[src/mcst_pkg.sv]
// shared types and constants of the soft timer unit
// no dependencies
package mcst_pkg;

	localparam int unsigned MAX_TIMERS = 16;
	localparam logic [31:0] STOPPED_DUE = 32'hFFFF_FFFF;

	typedef enum logic [2:0] {
		CMD_TICK           = 3'd0,
		CMD_SET_PERIOD     = 3'd1,
		CMD_START_ONCE     = 3'd2,
		CMD_START_PERIODIC = 3'd3,
		CMD_STOP           = 3'd4
	} cmd_e;

	typedef enum logic [1:0] {
		ST_IDLE,
		ST_APPLY,
		ST_SCAN,
		ST_DONE
	} state_e;

	typedef struct packed {
		logic [2:0]  command;
		logic [3:0]  timer_index;
		logic [31:0] period_ms;
	} cmd_t;

	typedef struct packed {
		logic [15:0] fired_mask;
		logic        any_running;
		logic [31:0] nearest_due;
		logic [31:0] reload_value;
	} res_t;

	// broadcast from the sequencer to every cell
	typedef struct packed {
		logic        apply;
		logic        tick;
		logic [2:0]  command;
		logic [31:0] now;
		logic [31:0] period;
	} cell_ctrl_t;

endpackage

[src/mcst_cell.sv]
// one timer cell: due time, period and repeat flag of one timer,
// plus one stage of the earliest-due chain; uses mcst_pkg
module mcst_cell (
	input  logic               clk,
	input  logic               arst_n,
	input  mcst_pkg::cell_ctrl_t ctrl,
	input  logic               sel,
	input  logic [31:0]        min_in,
	output logic [31:0]        min_out,
	output logic               fired
);
	import mcst_pkg::*;

	logic [31:0] due_q, period_q, min_q;
	logic        repeat_q, fired_q;
	logic [31:0] due_d, period_d;
	logic        repeat_d, fired_d;
	logic [31:0] eff_period, arm_due, next_due;
	logic [32:0] arm_sum, next_sum;
	logic        hit;

	// a zero period counts as one ms
	assign eff_period = (period_q == 32'd0) ? 32'd1 : period_q;

	assign arm_sum  = {1'b0, ctrl.now} + {1'b0, eff_period};
	assign arm_due  = (arm_sum >= {1'b0, STOPPED_DUE}) ? STOPPED_DUE : arm_sum[31:0];
	// an armed due time never lags now, so one period always catches up
	assign next_sum = {1'b0, due_q} + {1'b0, eff_period};
	assign next_due = (next_sum >= {1'b0, STOPPED_DUE}) ? STOPPED_DUE : next_sum[31:0];

	assign hit = (due_q != STOPPED_DUE) && (due_q <= ctrl.now);

	always_comb begin
		due_d    = due_q;
		period_d = period_q;
		repeat_d = repeat_q;
		fired_d  = fired_q;
		if (ctrl.apply) begin
			fired_d = 1'b0;
			if (ctrl.tick) begin
				fired_d = hit;
				if (hit) begin
					due_d = repeat_q ? next_due : STOPPED_DUE;
				end
			end else if (sel) begin
				case (ctrl.command)
					CMD_SET_PERIOD: begin
						period_d = ctrl.period;
					end
					CMD_START_ONCE: begin
						repeat_d = 1'b0;
						due_d    = arm_due;
					end
					CMD_START_PERIODIC: begin
						repeat_d = 1'b1;
						due_d    = arm_due;
					end
					CMD_STOP: begin
						repeat_d = 1'b0;
						due_d    = STOPPED_DUE;
					end
					default: begin
					end
				endcase
			end
		end
	end

	always_ff @(posedge clk or negedge arst_n) begin
		if (!arst_n) begin
			due_q    <= STOPPED_DUE;
			period_q <= 32'd0;
			repeat_q <= 1'b0;
			fired_q  <= 1'b0;
			min_q    <= STOPPED_DUE;
		end else begin
			due_q    <= due_d;
			period_q <= period_d;
			repeat_q <= repeat_d;
			fired_q  <= fired_d;
			min_q    <= (due_q < min_in) ? due_q : min_in;
		end
	end

	assign min_out = min_q;
	assign fired   = fired_q;

endmodule

[config.mk]
export PLATFORM = sky130hd
export DESIGN_NAME = mcst_cell
export DESIGN_NICKNAME = d
export VERILOG_FILES = /design/src/mcst_pkg.sv /design/src/mcst_cell.sv
export SDC_FILE = /design/constraint.sdc
export NUM_CORES = 1
export LEC_CHECK = 0
export BUFFER_PORTS_ARGS = -buffer_cell sky130_fd_sc_hd__buf_2
export CORE_MARGIN = 1
export CORE_UTILIZATION = 40
export CTS_CLUSTER_SIZE = 40
export DETAILED_ROUTE_END_ITERATION = 8
export PLACE_DENSITY = 0.6
export SLEW_MARGIN = 20
export SYNTH_ARGS = -nofsm -noshare
export SYNTH_HDL_FRONTEND = slang
export SYNTH_SLANG_ARGS = --single-unit
[constraint.sdc]
create_clock -name clk -period 4.5 [get_ports clk]
set_clock_uncertainty 0.05 [all_clocks]
set_input_delay 0.675 -clock clk [delete_from_list [all_inputs] [get_ports clk]]
set_output_delay 0.675 -clock clk [all_outputs]
set_load 0.01 [all_outputs]
==> results by stage <==
Run status:
- The flow ran to the end, and the final reports show no timing, DRC or antenna violations.

Placed design:
- The cell count after placement is 1594.
- The number of buffers added on ports is 136.
- The congestion estimate from routability-driven global placement came to 0.945.
- The pre-CTS worst setup slack is 0.321 ns.
- The detailed placement HPWL is 27.4 mm.

GRT:
- The first global-routing pass estimated 52.6 mm of wire.
- The maximum number of pins on one net before global-route repair is 73.
- The remaining global-route overflow is 0.
- The number of antenna violations at the first check in global routing is 0.
- The global-route total usage across every layer is 0.268.
- The number of global-route vias before repair came to 9145.

Yosys:
- The cell area that synthesis handed to floorplanning was 0.00988 mm².
- The most common cell in the synthesized netlist is sky130_fd_sc_hd__ha_1.
- The number of enable-type register cells in the synthesized netlist is 0.
- The post-synthesis sequential element count is 98.
- In the synthesized netlist the async set-or-reset flop fraction comes to 1.00.
- The number of synthesis warnings is 0.
- The number of distinct library cell variants in the gate-level netlist after synthesis is 77.
- The synthesized netlist net count is 1394.
- The cell count after synthesis came out at 1175.
- A synthesized cell averages 8.41 µm².
- The share of synthesized area in the top cell type comes to 0.170.
- In the post-synthesis netlist, the biggest area contributors are sky130_fd_sc_hd__dfstp_2, sky130_fd_sc_hd__ha_1, sky130_fd_sc_hd__dfrtp_1, sky130_fd_sc_hd__mux2_2, sky130_fd_sc_hd__a21oi_1.
- The part of the Yosys area used for sequential elements is 0.256.
- The most used flip-flop cell after synthesis is sky130_fd_sc_hd__dfstp_2.
- The dominant cell type by area after synthesis is sky130_fd_sc_hd__dfstp_2.
- After synthesis, the most frequently instantiated cells are sky130_fd_sc_hd__ha_1, sky130_fd_sc_hd__a21oi_1, sky130_fd_sc_hd__nand2_1, sky130_fd_sc_hd__nor2_1, sky130_fd_sc_hd__inv_1.

Clock network:
- Clock-pin slew was measured on the worst setup and hold paths at 0.07 ns.
- The count of H-tree levels built during CTS is 3.
- Clock latency on the worst-skew pair, taken at its later pin, is 0.36 ns.
- The total clock buffers created by CTS is 9.
- The tree built by TritonCTS fans out to 98 sinks.
- Buffers inserted to repair hold after CTS numbered 0.
- The clock tree from TritonCTS is built.
- The tree is rooted in a sky130_fd_sc_hd__clkbuf_16.
- The longest clock path from root to sink contains 2 buffers.

Pwr:
- Dividing total power by cell area gives a power density of 678 mW/mm².
- The leakage power of the design is 5.30 nW.
- After layout, the design draws a total of 7.62 mW.
- The worst-case IR drop observed on VDD is 243 µV.

Timing:
- The shortest clock period the worst path allows after layout is 4.29 ns.
- Dividing the final minimum period by the clock period gives 0.954.
- The relative slew slack is 0.352.
- Adding up every negative setup slack in the final design gives 0 ns.
- The max-slew violation count came to 0.
- The number of hold violations in the final report was 0.
- The worst setup margin is 0.206 ns.
- Static timing analysis puts the maximum clock frequency at 233 MHz.
- The measured slew at the worst slew-check pin is 0.972 ns.
- Setup repair after global routing left no endpoint under its margin.
- The number of failing setup endpoints in the final timing report is 0.

Route:
- Before antenna repair, the detailed router went through 5 iterations.
- The number of DRC violations after detailed routing is 0.
- The aggregate routed wire length is 33.8 mm.
- The number of antenna-violating nets in the routed design is 0.
- The vias after detailed routing is 9491.
- In the final routed layout, each cell accounts on average for 21.0 µm.
- The post-detailed-route via-to-cell ratio is 5.90.
- The DRC violation total after the first TritonRoute iteration is 769.

Die:
- Row generation in the floorplan step produced 57 rows.
- The die footprint is 0.0253 mm².
- The die width is 159 µm.
- 137 I/O pins were placed.
- The core region is 0.0242 mm².
- The initial utilization of the core area, before any placement, comes to 0.408.
- From bottom edge to top edge, the die measures 159 µm.

Worst setup path:
- By startpoint and endpoint, the worst setup path is classified as flip-flop to flip-flop.
- The highest net fanout along the worst path is 11.
- The data required time at the worst endpoint is 4.71 ns.
- STA classifies the critical path endpoint as a flip-flop.
- The type of element launching the critical path is a flip-flop.
- The data arrival time of the critical path is 4.51 ns.

Final layout:
- After filler insertion, the fill cell instance count of the layout stands at 2389.
- The area occupied by registers is 0.00253 mm².
- Of the cells placed in the final design, the portion with a size suffix greater than 1 is 0.251.
- The number of non-filler instances in the completed layout is 1610.
- The multi-input combinational cells in the finished layout cover a total of 0.00678 mm².
- Measured on the finished design, the core utilization comes to 0.463.
- The number of nets in the final layout is 1500.
- The number of antenna diodes in the final layout is 0.
- Relative to the synthesized area, the layout overhead comes to 13.7%.

Hold path:
- In this run the worst hold path is classified as primary input to async pin.

Run:
- Across the run, the number of max-cap violations was 0.
## worst max-delay path: stages (launching register included)
cell and delay (ns):
sky130_fd_sc_hd__dfrtp_1 0.44, sky130_fd_sc_hd__nor4_1 0.43, sky130_fd_sc_hd__nand4_1 0.35, sky130_fd_sc_hd__o21bai_1 0.30, sky130_fd_sc_hd__ha_1 0.21, sky130_fd_sc_hd__ha_1 0.17
sky130_fd_sc_hd__a221o_1 0.15, sky130_fd_sc_hd__a31oi_1 0.11, sky130_fd_sc_hd__nor4bb_1 0.45, sky130_fd_sc_hd__o21bai_1 0.22, sky130_fd_sc_hd__a21oi_1 0.24, sky130_fd_sc_hd__o22ai_1 0.17
sky130_fd_sc_hd__o21ai_0 0.34, sky130_fd_sc_hd__buf_12 0.18, sky130_fd_sc_hd__nor2_1 0.06, sky130_fd_sc_hd__a221oi_1 0.30
## report_power, final
part / internal (mW) / switching, mW / leakage [nW]
clock: 0.393 / 0.362 / 0.137
combinational: 2.02 / 2.91 / 4.06
sequential: 1.42 / 0.520 / 1.11
total: 3.83 / 3.79 / 5.30
## layout by cell type, fill, tap and decap left out, types with 8 or more instances in the layout
cell type                     n
sky130_fd_sc_hd__a21o_1      42
sky130_fd_sc_hd__and3_1       8
sky130_fd_sc_hd__mux2_2      56
sky130_fd_sc_hd__dfrtp_1     34
sky130_fd_sc_hd__a211o_1      8
sky130_fd_sc_hd__nor4_1      15
sky130_fd_sc_hd__o21ai_0     55
sky130_fd_sc_hd__o21bai_1     8
sky130_fd_sc_hd__xnor2_1     41
sky130_fd_sc_hd__a211oi_1     9
sky130_fd_sc_hd__dfstp_2     64
sky130_fd_sc_hd__nand3_1     26
sky130_fd_sc_hd__nand4_1     34
sky130_fd_sc_hd__inv_1       77
sky130_fd_sc_hd__ha_1       115
sky130_fd_sc_hd__clkbuf_16    9
sky130_fd_sc_hd__o21ai_1     16
sky130_fd_sc_hd__xor2_1      21
sky130_fd_sc_hd__nor2b_1     11
sky130_fd_sc_hd__o22ai_1     28
sky130_fd_sc_hd__mux2_1       9
sky130_fd_sc_hd__a31oi_1     17
sky130_fd_sc_hd__nand2_1     88
sky130_fd_sc_hd__nor2_1      79
sky130_fd_sc_hd__a21oi_1     92
sky130_fd_sc_hd__buf_2      135
sky130_fd_sc_hd__nor3_1      16
sky130_fd_sc_hd__buf_4       32
## area by class of cell
class                   count  area share
flip-flops and latches     98       0.225
inverters                  77      0.0257
multi-input cells         926       0.603
repair buffers            169      0.0851
clock inverters             4     0.00245
well taps                 324      0.0361
clock buffers              12      0.0219
## worst paths after layout
check                             start      endpoint  slack [ns]  cells after the start
max reg2reg                period_q[17]     due_q[29]        0.21                     15
min                              arst_n  period_q[30]        0.42                      1
max                        period_q[17]     due_q[29]        0.21                     15
min reg2reg                    repeat_q      repeat_q        0.47                      2
min in group clk               repeat_q      repeat_q        0.47                      2
max in group asynchronous        arst_n   min_out[15]        2.98                      2
## per-layer routing
metal / wire length [µm] / GRT usage
met4: 988 / 0.101
met2: 15400 / 0.437
met1: 15400 / 0.363
met3: 1960 / 0.0336
met5: 0 / 0
## through the flow
stage / hold WS, ns / cell area (µm²)
final: 0.420 / 11200
after detailed placement: 0.462 / 11000
after global placement: 0.450 / 11000
after floorplan: 0.329 / 9880
after CTS: 0.457 / 11200
after global routing: 0.488 / 11200
## flip-flops by register name, indices dropped and copies added, names as in the netlist
signal	count
due_q	32
period_q	32
repeat_q	1
fired	1
min_out	32
## logic make-up (layout without fill, tap and decap cells)
kind of cell | after synthesis | count (layout) | synth area share
mux | 68 | 68 | 0.0771
fa+ha+maj | 119 | 119 | 0.150
simple gates | 318 | 318 | 0.160
buf+inv | 151 | 262 | 0.0603
compound gates | 359 | 359 | 0.242
xor+xnor | 62 | 62 | 0.0549
flops | 98 | 98 | 0.256
## timing repair
| action | CTS | global route |
|---|---|---|
| gates resized for setup | 0 | 1 |
| endpoints found under the hold margin | 0 | 0 |
| setup endpoints to repair | 0 | 15 |
| setup buffers | 0 | 0 |
Note: power is estimated with default switching activity, not from simulation.
